[src/hdl/sfstb_pkg.sv]
// Package for the scaled fixed-step time base: widths, register indexes,
// sequencer and arithmetic unit types. No dependencies.
package sfstb_pkg;

   localparam int TIME_BITS    = 52;
   localparam int MAX_STEP_CAP = 255;

   localparam int OUT_W    = 52;
   localparam int DELTA_W  = 48;
   localparam int GAIN_W   = 17;
   localparam int RATE_W   = 24;
   localparam int STEP_W   = 32;
   localparam int CAP_W    = 8;
   localparam int OFFSET_W = 53;
   localparam int BACKLOG_W = 53;
   localparam int ADJUST_W = 54;
   localparam int ALPHA_W  = 16;
   localparam int FRAC_W   = 16;

   localparam int CSR_IDX_W  = 3;
   localparam int CSR_DATA_W = 53;

   localparam int A_W   = 53;
   localparam int B_W   = 24;
   localparam int P_W   = A_W + B_W;
   localparam int DIV_W = A_W + FRAC_W;
   localparam int CNT_W = 7;
   localparam int MUL_STEPS = B_W;
   localparam int DIV_STEPS = DIV_W;
   localparam int REM_STEP  = A_W;

   localparam logic [OUT_W-1:0]     OUT_MAX     = {OUT_W{1'b1}};
   localparam logic [BACKLOG_W-1:0] BACKLOG_MAX = {BACKLOG_W{1'b1}};
   localparam logic [GAIN_W-1:0]    GAIN_ONE    = GAIN_W'(1 << FRAC_W);

   localparam logic [CSR_IDX_W-1:0] CSR_RATE   = 3'd0;
   localparam logic [CSR_IDX_W-1:0] CSR_PAUSE  = 3'd1;
   localparam logic [CSR_IDX_W-1:0] CSR_STEP   = 3'd2;
   localparam logic [CSR_IDX_W-1:0] CSR_CAP    = 3'd3;
   localparam logic [CSR_IDX_W-1:0] CSR_OFFSET = 3'd4;

   typedef enum logic {
      OP_MUL = 1'b0,
      OP_DIV = 1'b1
   } op_type;

   typedef struct packed {
      logic   start;
      op_type op;
   } unit_ctrl_type;

   typedef struct packed {
      logic busy;
      logic done;
   } unit_stat_type;

   typedef enum logic [11:0] {
      ST_IDLE     = 12'b0000_0000_0001,
      ST_MUL      = 12'b0000_0000_0010,
      ST_SCALE    = 12'b0000_0000_0100,
      ST_FIXED    = 12'b0000_0000_1000,
      ST_DIV      = 12'b0000_0001_0000,
      ST_STEPS    = 12'b0000_0010_0000,
      ST_CONSUME  = 12'b0000_0100_0000,
      ST_ADD_TIME = 12'b0000_1000_0000,
      ST_REPORT   = 12'b0001_0000_0000,
      ST_SYNC_ERR = 12'b0010_0000_0000,
      ST_SYNC_ADD = 12'b0100_0000_0000,
      ST_DONE     = 12'b1000_0000_0000
   } state_type;

endpackage

[src/hdl/sfstb_req_if.sv]
// Request channel of the scaled fixed-step time base: valid, ready, payload.
// Depends on sfstb_pkg.
interface sfstb_req_if;
   import sfstb_pkg::*;

   logic                      valid;
   logic                      ready;
   logic                      command;
   logic signed [DELTA_W-1:0] host_delta_ns;
   logic [OUT_W-1:0]          device_now_ns;
   logic [GAIN_W-1:0]         drift_gain_q16;

   modport source (output valid, command, host_delta_ns, device_now_ns, drift_gain_q16,
                   input ready);
   modport sink   (input valid, command, host_delta_ns, device_now_ns, drift_gain_q16,
                   output ready);
endinterface

[src/hdl/sfstb_rsp_if.sv]
// Response channel of the scaled fixed-step time base: valid, ready, payload.
// Depends on sfstb_pkg.
interface sfstb_rsp_if;
   import sfstb_pkg::*;

   logic               valid;
   logic               ready;
   logic [OUT_W-1:0]   reported_time_ns;
   logic [OUT_W-1:0]   consumed_delta_ns;
   logic [CAP_W-1:0]   step_count;
   logic [ALPHA_W-1:0] alpha_q16;

   modport source (output valid, reported_time_ns, consumed_delta_ns, step_count, alpha_q16,
                   input ready);
   modport sink   (input valid, reported_time_ns, consumed_delta_ns, step_count, alpha_q16,
                   output ready);
endinterface

[src/hdl/sfstb_iter_unit.sv]
// Shared iterative unit: shift-add multiply and restoring divide on one adder.
// Depends on sfstb_pkg.
module sfstb_iter_unit (
   input  logic                            clock,
   input  logic                            reset,
   input  sfstb_pkg::unit_ctrl_type        ctrl,
   input  logic [sfstb_pkg::A_W-1:0]       opa,
   input  logic [sfstb_pkg::STEP_W-1:0]    opb,
   output sfstb_pkg::unit_stat_type        stat,
   output logic [sfstb_pkg::P_W-1:0]       result,
   output logic [sfstb_pkg::STEP_W-1:0]    rem_mid
);
   import sfstb_pkg::*;

   logic              busy_ff, busy_in;
   logic              done_ff, done_in;
   op_type            op_ff, op_in;
   logic [CNT_W-1:0]  count_ff, count_in;
   logic [P_W-1:0]    acc_ff, acc_in;
   logic [A_W-1:0]    a_ff, a_in;
   logic [STEP_W-1:0] b_ff, b_in;
   logic [STEP_W-1:0] rem_ff, rem_in;
   logic [STEP_W-1:0] rem_mid_ff, rem_mid_in;

   logic [STEP_W:0]   shifted;
   logic [P_W-1:0]    add_x, add_y, add_sum;
   logic              add_cin;
   logic              ge;
   logic [CNT_W-1:0]  last;

   always_comb begin
      shifted = {rem_ff, acc_ff[DIV_W-1]};
      if (op_ff == OP_MUL) begin
         add_x   = {acc_ff[P_W-2:0], 1'b0};
         add_y   = b_ff[B_W-1] ? P_W'(a_ff) : '0;
         add_cin = 1'b0;
      end else begin
         add_x   = P_W'(shifted);
         add_y   = ~P_W'(b_ff);
         add_cin = 1'b1;
      end
      add_sum = add_x + add_y + P_W'(add_cin);
      ge      = ~add_sum[P_W-1];
      last    = (op_ff == OP_MUL) ? CNT_W'(MUL_STEPS - 1) : CNT_W'(DIV_STEPS - 1);

      busy_in    = busy_ff;
      done_in    = 1'b0;
      op_in      = op_ff;
      count_in   = count_ff;
      acc_in     = acc_ff;
      a_in       = a_ff;
      b_in       = b_ff;
      rem_in     = rem_ff;
      rem_mid_in = rem_mid_ff;

      if (ctrl.start) begin
         busy_in  = 1'b1;
         op_in    = ctrl.op;
         count_in = '0;
         a_in     = opa;
         b_in     = opb;
         rem_in   = '0;
         acc_in   = (ctrl.op == OP_MUL) ? '0 : P_W'({opa, {FRAC_W{1'b0}}});
      end else if (busy_ff) begin
         if (op_ff == OP_MUL) begin
            acc_in = add_sum;
            b_in   = {b_ff[STEP_W-2:0], 1'b0};
         end else begin
            acc_in = {acc_ff[P_W-2:0], ge};
            rem_in = ge ? add_sum[STEP_W-1:0] : shifted[STEP_W-1:0];
            if (count_ff == CNT_W'(REM_STEP - 1)) begin
               rem_mid_in = rem_in;
            end
         end
         count_in = count_ff + 1'b1;
         if (count_ff == last) begin
            busy_in = 1'b0;
            done_in = 1'b1;
         end
      end
   end

   always_ff @(posedge clock) begin
      if (reset) begin
         busy_ff <= 1'b0;
         done_ff <= 1'b0;
      end else begin
         busy_ff <= busy_in;
         done_ff <= done_in;
      end
      op_ff      <= op_in;
      count_ff   <= count_in;
      acc_ff     <= acc_in;
      a_ff       <= a_in;
      b_ff       <= b_in;
      rem_ff     <= rem_in;
      rem_mid_ff <= rem_mid_in;
   end

   assign stat.busy = busy_ff;
   assign stat.done = done_ff;
   assign result    = acc_ff;
   assign rem_mid   = rem_mid_ff;

endmodule

[src/hdl/scaled_fixed_step_time_base.sv]
// Top level of the scaled fixed-step time base: registers, sequencer, time state.
// Depends on sfstb_pkg, sfstb_req_if, sfstb_rsp_if and sfstb_iter_unit.
//
// One transaction at a time. A sync gives no response. An advance in variable mode
// runs a 24-step shift-add multiply for the rate; in fixed-step mode it runs the
// same multiply, then a 69-step restoring divide of the backlog by the step that
// yields the step count and alpha. Both iterate on the one shared adder.
// Request ready is high only while the sequencer is idle; a finished response
// waits in the output register while the next request is taken.
module scaled_fixed_step_time_base (
   input  logic                                 clock,
   input  logic                                 reset,
   sfstb_req_if.sink                            req_bus,
   sfstb_rsp_if.source                          rsp_bus,
   input  logic                                 csr_write_enable,
   input  logic [sfstb_pkg::CSR_IDX_W-1:0]      csr_index,
   input  logic [sfstb_pkg::CSR_DATA_W-1:0]     csr_write_data
);
   import sfstb_pkg::*;

   localparam int RPT_W = ((TIME_BITS > OFFSET_W + 2) ? TIME_BITS : OFFSET_W + 2) + 2;
   localparam int NA_W  = ADJUST_W + 2;
   localparam logic signed [NA_W-1:0] ADJ_MAX = NA_W'((64'd1 << (ADJUST_W - 1)) - 64'd1);
   localparam logic signed [NA_W-1:0] ADJ_MIN = -ADJ_MAX - NA_W'(1);

   state_type state_ff, state_in;

   logic [RATE_W-1:0]          rate_ff, rate_in;
   logic                       pause_ff, pause_in;
   logic [STEP_W-1:0]          step_ns_ff, step_ns_in;
   logic [CAP_W-1:0]           cap_ff, cap_in;
   logic signed [OFFSET_W-1:0] offset_ff, offset_in;

   logic [TIME_BITS-1:0]       time_ff, time_in;
   logic [BACKLOG_W-1:0]       backlog_ff, backlog_in;
   logic signed [ADJUST_W-1:0] adjust_ff, adjust_in;
   logic [ALPHA_W-1:0]         alpha_ff, alpha_in;

   logic                       cmd_ff, cmd_in;
   logic [OUT_W-1:0]           dev_ff, dev_in;
   logic [GAIN_W-1:0]          gain_ff, gain_in;
   logic                       neg_ff, neg_in;
   logic [OUT_W-1:0]           report_ff, report_in;
   logic [OUT_W-1:0]           scaled_ff, scaled_in;
   logic [OUT_W-1:0]           consumed_ff, consumed_in;
   logic [CAP_W-1:0]           steps_ff, steps_in;

   logic                       rsp_valid_ff, rsp_valid_in;
   logic [OUT_W-1:0]           rsp_time_ff, rsp_time_in;
   logic [OUT_W-1:0]           rsp_consumed_ff, rsp_consumed_in;
   logic [CAP_W-1:0]           rsp_steps_ff, rsp_steps_in;
   logic [ALPHA_W-1:0]         rsp_alpha_ff, rsp_alpha_in;

   unit_ctrl_type              unit_ctrl;
   unit_stat_type              unit_stat;
   logic [A_W-1:0]             unit_opa;
   logic [STEP_W-1:0]          unit_opb;
   logic [P_W-1:0]             unit_result;
   logic [STEP_W-1:0]          unit_rem;

   logic                       req_take;
   logic                       no_work;
   logic [CAP_W-1:0]           cap_eff;
   logic signed [RPT_W-1:0]    rpt_time, rpt_adj, rpt_sum;
   logic [OUT_W-1:0]           report_val;
   logic [P_W-FRAC_W-1:0]      prod_hi;
   logic [OUT_W-1:0]           scaled_val;
   logic [BACKLOG_W:0]         backlog_sum;
   logic [A_W-1:0]             quot;
   logic [CAP_W+STEP_W-1:0]    consumed_prod;
   logic signed [OUT_W:0]      err;
   logic [A_W-1:0]             err_mag;
   logic [GAIN_W-1:0]          gain_sat;
   logic signed [NA_W-1:0]     corr_ext, na;

   sfstb_iter_unit u_iter (
      .clock   (clock),
      .reset   (reset),
      .ctrl    (unit_ctrl),
      .opa     (unit_opa),
      .opb     (unit_opb),
      .stat    (unit_stat),
      .result  (unit_result),
      .rem_mid (unit_rem)
   );

   always_comb begin
      cap_eff = (cap_ff == '0) ? CAP_W'(1) :
                ((32'(cap_ff) > MAX_STEP_CAP) ? CAP_W'(MAX_STEP_CAP) : cap_ff);

      rpt_time = RPT_W'(time_ff);
      rpt_adj  = RPT_W'(offset_ff) + RPT_W'(adjust_ff);
      rpt_sum  = rpt_time + rpt_adj;
      if (rpt_sum[RPT_W-1]) begin
         report_val = '0;
      end else if (rpt_sum > RPT_W'(OUT_MAX)) begin
         report_val = OUT_MAX;
      end else begin
         report_val = rpt_sum[OUT_W-1:0];
      end

      prod_hi    = unit_result[P_W-1:FRAC_W];
      scaled_val = (|prod_hi[P_W-FRAC_W-1:OUT_W]) ? OUT_MAX : prod_hi[OUT_W-1:0];

      backlog_sum   = (BACKLOG_W + 1)'(backlog_ff) + (BACKLOG_W + 1)'(scaled_ff);
      quot          = unit_result[DIV_W-1:FRAC_W];
      consumed_prod = steps_ff * step_ns_ff;

      err      = $signed({1'b0, dev_ff}) - $signed({1'b0, report_ff});
      err_mag  = err[OUT_W] ? A_W'(-err) : A_W'(err);
      gain_sat = (gain_ff > GAIN_ONE) ? GAIN_ONE : gain_ff;
      corr_ext = NA_W'(unit_result[FRAC_W+A_W-1:FRAC_W]);
      na       = neg_ff ? (NA_W'(adjust_ff) - corr_ext) : (NA_W'(adjust_ff) + corr_ext);

      req_take = req_bus.valid && (state_ff == ST_IDLE);
      no_work  = pause_ff || req_bus.host_delta_ns[DELTA_W-1] ||
                 (req_bus.host_delta_ns == '0) || (rate_ff == '0);

      state_in    = state_ff;
      rate_in     = rate_ff;
      pause_in    = pause_ff;
      step_ns_in  = step_ns_ff;
      cap_in      = cap_ff;
      offset_in   = offset_ff;
      time_in     = time_ff;
      backlog_in  = backlog_ff;
      adjust_in   = adjust_ff;
      alpha_in    = alpha_ff;
      cmd_in      = cmd_ff;
      dev_in      = dev_ff;
      gain_in     = gain_ff;
      neg_in      = neg_ff;
      report_in   = report_ff;
      scaled_in   = scaled_ff;
      consumed_in = consumed_ff;
      steps_in    = steps_ff;

      rsp_valid_in    = rsp_valid_ff && !rsp_bus.ready;
      rsp_time_in     = rsp_time_ff;
      rsp_consumed_in = rsp_consumed_ff;
      rsp_steps_in    = rsp_steps_ff;
      rsp_alpha_in    = rsp_alpha_ff;

      unit_ctrl.start = 1'b0;
      unit_ctrl.op    = OP_MUL;
      unit_opa        = A_W'(req_bus.host_delta_ns[DELTA_W-2:0]);
      unit_opb        = STEP_W'(rate_ff);

      case (state_ff)
         ST_IDLE: begin
            if (req_take) begin
               cmd_in      = req_bus.command;
               dev_in      = req_bus.device_now_ns;
               gain_in     = req_bus.drift_gain_q16;
               consumed_in = '0;
               steps_in    = '0;
               if (req_bus.command || no_work) begin
                  state_in = ST_REPORT;
               end else begin
                  unit_ctrl.start = 1'b1;
                  state_in        = ST_MUL;
               end
            end
         end
         ST_MUL: begin
            if (unit_stat.done) begin
               state_in = cmd_ff ? ST_SYNC_ADD : ST_SCALE;
            end
         end
         ST_SCALE: begin
            scaled_in = scaled_val;
            if (scaled_val == '0) begin
               state_in = ST_REPORT;
            end else if (step_ns_ff == '0) begin
               time_in     = time_ff + TIME_BITS'(scaled_val);
               consumed_in = scaled_val;
               steps_in    = CAP_W'(1);
               state_in    = ST_REPORT;
            end else begin
               state_in = ST_FIXED;
            end
         end
         ST_FIXED: begin
            backlog_in      = backlog_sum[BACKLOG_W] ? BACKLOG_MAX
                                                     : backlog_sum[BACKLOG_W-1:0];
            unit_ctrl.start = 1'b1;
            unit_ctrl.op    = OP_DIV;
            unit_opa        = backlog_in;
            unit_opb        = step_ns_ff;
            state_in        = ST_DIV;
         end
         ST_DIV: begin
            if (unit_stat.done) begin
               state_in = ST_STEPS;
            end
         end
         ST_STEPS: begin
            steps_in   = (quot < A_W'(cap_eff)) ? quot[CAP_W-1:0] : cap_eff;
            backlog_in = BACKLOG_W'(unit_rem);
            alpha_in   = unit_result[FRAC_W-1:0];
            state_in   = ST_CONSUME;
         end
         ST_CONSUME: begin
            consumed_in = OUT_W'(consumed_prod);
            state_in    = ST_ADD_TIME;
         end
         ST_ADD_TIME: begin
            time_in  = time_ff + TIME_BITS'(consumed_ff);
            state_in = ST_REPORT;
         end
         ST_REPORT: begin
            report_in = report_val;
            state_in  = cmd_ff ? ST_SYNC_ERR : ST_DONE;
         end
         ST_SYNC_ERR: begin
            neg_in          = err[OUT_W];
            unit_ctrl.start = 1'b1;
            unit_opa        = err_mag;
            unit_opb        = STEP_W'(gain_sat);
            state_in        = ST_MUL;
         end
         ST_SYNC_ADD: begin
            if (na > ADJ_MAX) begin
               adjust_in = ADJUST_W'(ADJ_MAX);
            end else if (na < ADJ_MIN) begin
               adjust_in = ADJUST_W'(ADJ_MIN);
            end else begin
               adjust_in = ADJUST_W'(na);
            end
            state_in = ST_IDLE;
         end
         ST_DONE: begin
            if (!rsp_valid_ff || rsp_bus.ready) begin
               rsp_valid_in    = 1'b1;
               rsp_time_in     = report_ff;
               rsp_consumed_in = consumed_ff;
               rsp_steps_in    = steps_ff;
               rsp_alpha_in    = alpha_ff;
               state_in        = ST_IDLE;
            end
         end
         default: begin
            state_in = ST_IDLE;
         end
      endcase

      if (csr_write_enable) begin
         case (csr_index)
            CSR_RATE:   rate_in  = csr_write_data[RATE_W-1:0];
            CSR_PAUSE:  pause_in = csr_write_data[0];
            CSR_STEP: begin
               step_ns_in = csr_write_data[STEP_W-1:0];
               backlog_in = '0;
               alpha_in   = '0;
            end
            CSR_CAP: begin
               cap_in     = csr_write_data[CAP_W-1:0];
               backlog_in = '0;
               alpha_in   = '0;
            end
            CSR_OFFSET: begin
               offset_in = $signed(csr_write_data[OFFSET_W-1:0]);
               adjust_in = '0;
            end
            default: begin
            end
         endcase
      end
   end

   always_ff @(posedge clock) begin
      if (reset) begin
         state_ff     <= ST_IDLE;
         rsp_valid_ff <= 1'b0;
         rate_ff      <= RATE_W'(1 << FRAC_W);
         pause_ff     <= 1'b0;
         step_ns_ff   <= '0;
         cap_ff       <= CAP_W'(1);
         offset_ff    <= '0;
         time_ff      <= '0;
         backlog_ff   <= '0;
         adjust_ff    <= '0;
         alpha_ff     <= '0;
      end else begin
         state_ff     <= state_in;
         rsp_valid_ff <= rsp_valid_in;
         rate_ff      <= rate_in;
         pause_ff     <= pause_in;
         step_ns_ff   <= step_ns_in;
         cap_ff       <= cap_in;
         offset_ff    <= offset_in;
         time_ff      <= time_in;
         backlog_ff   <= backlog_in;
         adjust_ff    <= adjust_in;
         alpha_ff     <= alpha_in;
      end
      cmd_ff          <= cmd_in;
      dev_ff          <= dev_in;
      gain_ff         <= gain_in;
      neg_ff          <= neg_in;
      report_ff       <= report_in;
      scaled_ff       <= scaled_in;
      consumed_ff     <= consumed_in;
      steps_ff        <= steps_in;
      rsp_time_ff     <= rsp_time_in;
      rsp_consumed_ff <= rsp_consumed_in;
      rsp_steps_ff    <= rsp_steps_in;
      rsp_alpha_ff    <= rsp_alpha_in;
   end

   assign req_bus.ready             = (state_ff == ST_IDLE);
   assign rsp_bus.valid             = rsp_valid_ff;
   assign rsp_bus.reported_time_ns  = rsp_time_ff;
   assign rsp_bus.consumed_delta_ns = rsp_consumed_ff;
   assign rsp_bus.step_count        = rsp_steps_ff;
   assign rsp_bus.alpha_q16         = rsp_alpha_ff;

   a_done_in_iter: assert property (@(posedge clock) disable iff (reset)
      unit_stat.done |-> (state_ff == ST_MUL || state_ff == ST_DIV))
      else $error("arithmetic unit finished outside an iterate state");

   a_backlog_below_step: assert property (@(posedge clock) disable iff (reset)
      (state_ff == ST_CONSUME && !$past(csr_write_enable)) |->
         (backlog_ff < BACKLOG_W'(step_ns_ff)))
      else $error("backlog holds a whole step after the divide");

   a_sync_no_rsp: assert property (@(posedge clock) disable iff (reset)
      (state_ff == ST_SYNC_ADD) |=> !$rose(rsp_valid_ff))
      else $error("sync transaction produced a response");

   a_done_loads: assert property (@(posedge clock) disable iff (reset)
      (state_ff == ST_DONE && (!rsp_valid_ff || rsp_bus.ready)) |=>
         (rsp_valid_ff && state_ff == ST_IDLE))
      else $error("finished advance not loaded into the output register");

endmodule
[src/flat_wrapper.sv]
// flat-port wrapper written by rule: the top's interface ports become plain ports
module scaled_fixed_step_time_base_flat import sfstb_pkg::*;
  (clock, reset, csr_write_enable, csr_index, csr_write_data, req_bus_valid, req_bus_command, req_bus_host_delta_ns, req_bus_device_now_ns, req_bus_drift_gain_q16, req_bus_ready, rsp_bus_valid, rsp_bus_reported_time_ns, rsp_bus_consumed_delta_ns, rsp_bus_step_count, rsp_bus_alpha_q16, rsp_bus_ready);
  sfstb_req_if req_bus_i ();
  sfstb_rsp_if rsp_bus_i ();
  input  logic clock;
  input  logic reset;
  input  logic csr_write_enable;
  input  logic [sfstb_pkg::CSR_IDX_W-1:0] csr_index;
  input  logic [sfstb_pkg::CSR_DATA_W-1:0] csr_write_data;
  input wire logic [$bits(req_bus_i.valid)-1:0] req_bus_valid;
  input wire logic [$bits(req_bus_i.command)-1:0] req_bus_command;
  input wire logic [$bits(req_bus_i.host_delta_ns)-1:0] req_bus_host_delta_ns;
  input wire logic [$bits(req_bus_i.device_now_ns)-1:0] req_bus_device_now_ns;
  input wire logic [$bits(req_bus_i.drift_gain_q16)-1:0] req_bus_drift_gain_q16;
  output wire logic [$bits(req_bus_i.ready)-1:0] req_bus_ready;
  output wire logic [$bits(rsp_bus_i.valid)-1:0] rsp_bus_valid;
  output wire logic [$bits(rsp_bus_i.reported_time_ns)-1:0] rsp_bus_reported_time_ns;
  output wire logic [$bits(rsp_bus_i.consumed_delta_ns)-1:0] rsp_bus_consumed_delta_ns;
  output wire logic [$bits(rsp_bus_i.step_count)-1:0] rsp_bus_step_count;
  output wire logic [$bits(rsp_bus_i.alpha_q16)-1:0] rsp_bus_alpha_q16;
  input wire logic [$bits(rsp_bus_i.ready)-1:0] rsp_bus_ready;
  assign req_bus_i.valid = req_bus_valid;
  assign req_bus_i.command = req_bus_command;
  assign req_bus_i.host_delta_ns = req_bus_host_delta_ns;
  assign req_bus_i.device_now_ns = req_bus_device_now_ns;
  assign req_bus_i.drift_gain_q16 = req_bus_drift_gain_q16;
  assign req_bus_ready = req_bus_i.ready;
  assign rsp_bus_valid = rsp_bus_i.valid;
  assign rsp_bus_reported_time_ns = rsp_bus_i.reported_time_ns;
  assign rsp_bus_consumed_delta_ns = rsp_bus_i.consumed_delta_ns;
  assign rsp_bus_step_count = rsp_bus_i.step_count;
  assign rsp_bus_alpha_q16 = rsp_bus_i.alpha_q16;
  assign rsp_bus_i.ready = rsp_bus_ready;
  scaled_fixed_step_time_base u_core (.clock(clock), .reset(reset), .req_bus(req_bus_i), .rsp_bus(rsp_bus_i), .csr_write_enable(csr_write_enable), .csr_index(csr_index), .csr_write_data(csr_write_data));
endmodule
[config.mk]
export PLATFORM = sky130hd
export DESIGN_NAME = scaled_fixed_step_time_base_flat
export DESIGN_NICKNAME = d
export VERILOG_FILES = /design/src/hdl/sfstb_pkg.sv /design/src/hdl/sfstb_req_if.sv /design/src/hdl/sfstb_rsp_if.sv /design/src/hdl/sfstb_iter_unit.sv /design/src/hdl/scaled_fixed_step_time_base.sv /design/src/flat_wrapper.sv
export SDC_FILE = /design/constraint.sdc
export NUM_CORES = 2
export LEC_CHECK = 0
export BUFFER_PORTS_ARGS = -buffer_cell sky130_fd_sc_hd__clkbuf_2
export CAP_MARGIN = 20
export CORE_AREA = 2 2 367 369
export CTS_BUF_LIST = sky130_fd_sc_hd__clkbuf_4
export DETAILED_ROUTE_END_ITERATION = 8
export DIE_AREA = 0 0 369 371
export GPL_TIMING_DRIVEN = 0
export PLACE_DENSITY = 0.76
export SYNTH_ARGS = -nofsm -noshare
export SYNTH_HDL_FRONTEND = slang
export SYNTH_HIERARCHICAL = 1
export SYNTH_SLANG_ARGS = --single-unit
[constraint.sdc]
create_clock -name clock -period 22.8 [get_ports clock]
set_input_delay 4.56 -clock clock [delete_from_list [all_inputs] [get_ports clock]]
set_output_delay 4.56 -clock clock [all_outputs]
set_load 0.01 [all_outputs]
==> key figures <==
Routing
  – Iter 0 DRT Violations: 8808
  – Total number of vias: 62520
  – Top layer reached by signal wires: met5
  – Number of remaining DRC errors: 0
  – DR WL/cell: 26.64 µm
  – Pre-antenna DRT Iters: 7
  – WL met2: 114700 µm
  – WL final: 266500 µm
  – Post-DR vias/cell: 6.250
  – Wl on met1: 103900 µm
  – Final ANT Viol Nets: 0
  – WL met3: 30220 µm

Placement
  – Number of port buffers: 308
  – Placed cells: 9550
  – Final HPWL DP: 214800 µm
  – RD Place Congestion: 1.105
  – DP Worst Slack: 12.80 ns

STA
  – Fin. max-slew vios: 0
  – Max Clk Rate: 0.1091 GHz
  – Final setup violation count: 0
  – Final hold violations: 0
  – Post-route minimum period: 9.169 ns
  – Worst-Margin Slew: 1.299 ns
  – Slew HR: 13.41%
  – Final worst-path cycle share: 40.22%
  – Clock skew: 0.1038 ns
  – Worst setup margin: 13.63 ns
  – RSZ-0062 raised after global routing: false
  – Setup TNS: 0 ns

Pwr
  – NetSw: 2331 µW
  – Pleak: 0.03068 µW
  – Clk pwr share: 25.8%
  – Flop pwr share: 39.0%
  – Switch share: 40.55%
  – PD cells: 78.18 mW/mm²
  – VDD IR max: 0.05697 mV
  – Overall Power: 5749 µW
  – Int Pwr: 3417 µW
  – Combinational power share: 35.1%

Clocking
  – Hold-fix buffers, CTS: 0
  – Clock Latency Late Sink: 1.36 ns
  – CTS tree: built
  – Post-CTS Setup Repair Bufs: 0
  – Longest Clk Path Bufs: 3
  – CTS buffer count: 236
  – Clk slew on worst S/H paths: 0.07 ns
  – Post-CTS resize count: 0
  – Root buffer cell: clkbuf_4
  – Clock Sinks: 905
  – CTS H-tree depth: 4

Setup path
  – Crit path to: u_core/u_iter/rem_mid[0]
  – Required time worst endpoint: 23.80 ns
  – Critical-path cell list: clkbuf_1 -> nor4_1 -> nand2_1 -> nor3_1 -> nand3b_1 -> clkinv_1 -> nor2_1 -> clkbuf_1 -> buf_1 -> nand2_2 -> clkbuf_1 -> clkbuf_1 -> clkbuf_1 -> nor3_2 -> buf_6 -> buf_6
  – R2R Setup Slk: 13.63 ns
  – Arrival @ worst endpoint: 10.17 ns
  – Reg2reg path depth: 16
  – Crit path launch type: register
  – Reg-to-Reg End: u_core/u_iter/rem_mid[0]
  – Kind of critical path: reg -> reg
  – Crit-path max FO: 22
  – Critical Path End Type: register
  – Slowest CP cell: clkinv_1
  – Critical Path Start: u_core/state_ff[3]
  – Worst r2r src: u_core/state_ff[3]
  – Max incr delay on CP: 1.06 ns
  – Worst path most repeated cell: clkbuf_1

Synthesis
  – Post-Synthesis Cell Area: 0.06617 mm²
  – Gate Count Post-Synth: 7455
  – Mapped Nets: 8261
  – Syn_area_per_cell: 8.876 µm²
  – Synth warn: 6

Floorplan
  – Row cnt: 134
  – # IOs: 309
  – Die H: 371 µm
  – Die ar.: 0.1369 mm²
  – Die width: 369 µm
  – Core Box Area: 0.1328 mm²
  – Initial core utilization: 49.83%

Finish
  – Commonest cells after routing, fill and taps aside: 1094 x nand2_1, 904 x a21oi_1, 558 x edfxtp_1, 521 x nor2_1, 420 x o21ai_0
  – Area grow syn2layout: 11.13%
  – Commonest non-fill, non-tap cell in the layout: nand2_1
  – Area occupied by multi-input gates: 0.03950 mm²
  – Filler cell count: 12240
  – Seq. cell area: 0.02370 mm²
  – Non-filler cells, final: 10000
  – Layout Utilization: 55.38%
  – # nets final: 8832
  – Layout cells sized above 1: 11.27%

GRT
  – Total gr overflow: 0
  – Vias in the first global route: 58640
  – Antenna violations before repair: 12
  – Total track usage: 37.86%
  – Largest net degree at the start of global routing: 55
  – First-pass GRT wire length: 380400 µm

Status
  – Status: finished, final reports clean

Flow run
  – Max Cap Viol: 0

Min path
  – Hold Crit Class: reg -> reg
[metrics by stage]
step | cell area, µm² | hold WS, ns
floorplan | 66170 | 0.4081
finish | 73540 | 0.4246
global placement | 69920 | 0.4138
CTS | 73440 | 0.4286
detailed placement | 70320 | 0.4149
global route | 73520 | 0.4466
[state kept, by name, indices dropped and copies added, names as in the netlist, 53 cells and up]
name                  flops
u_core/u_iter/a_ff       53
u_core/backlog_ff        53
u_core/adjust_ff         54
u_core/offset_ff         53
u_core/u_iter/result     77
[power groups by stage]
stage | clock network [µW] | logic, µW | registers [µW]
after global routing | 1590 | 2120 | 2240
after CTS | 1500 | 1950 | 2230
final | 1480 | 2020 | 2240
after floorplan | 0 | 1290 | 2140
after global placement | 0 | 1880 | 2280
after detailed placement | 0 | 1940 | 2250
[worst min-delay path by stage]
stage                        startpoint                           end  slack (ns)  depth (start not counted)
floorplan            u_core/alpha_ff[0]   u_core/rsp_bus.alpha_q16[0]        0.41                          0
global placement    u_core/alpha_ff[10]  u_core/rsp_bus.alpha_q16[10]        0.41                          0
detailed placement   u_core/alpha_ff[9]   u_core/rsp_bus.alpha_q16[9]        0.41                          0
CTS                  u_core/alpha_ff[2]   u_core/rsp_bus.alpha_q16[2]        0.43                          0
global route        u_core/alpha_ff[13]  u_core/rsp_bus.alpha_q16[13]        0.45                          0
finish              u_core/alpha_ff[13]  u_core/rsp_bus.alpha_q16[13]        0.42                          0
[per-layer routing]
metal,track usage (%),vias to the layer above
li1,-,27770
met2,56.89,3878
met1,48.96,30120
met5,0,-
met3,9.859,754
met4,22.85,8
[worst max-delay path: cells and delay by family (launching register included)]
family	cells	cell delay, ns
buf+inv	9	5.13
flops	1	0.30
simple gates	7	3.37
[cell type report]
type                            instances  area share (%)
Multi-Input combinational cell       5768           53.71
Sequential cell                       905           32.23
Clock buffer                          340           3.471
Tap cell                             1768           3.008
Timing Repair Buffer                  333           2.666
Buffer                                383           2.059
Inverter                              399           2.040
Clock inverter                         97          0.7742
Antenna cell                           11         0.03743
No activity file was read; power rests on OpenSTA's default activity.
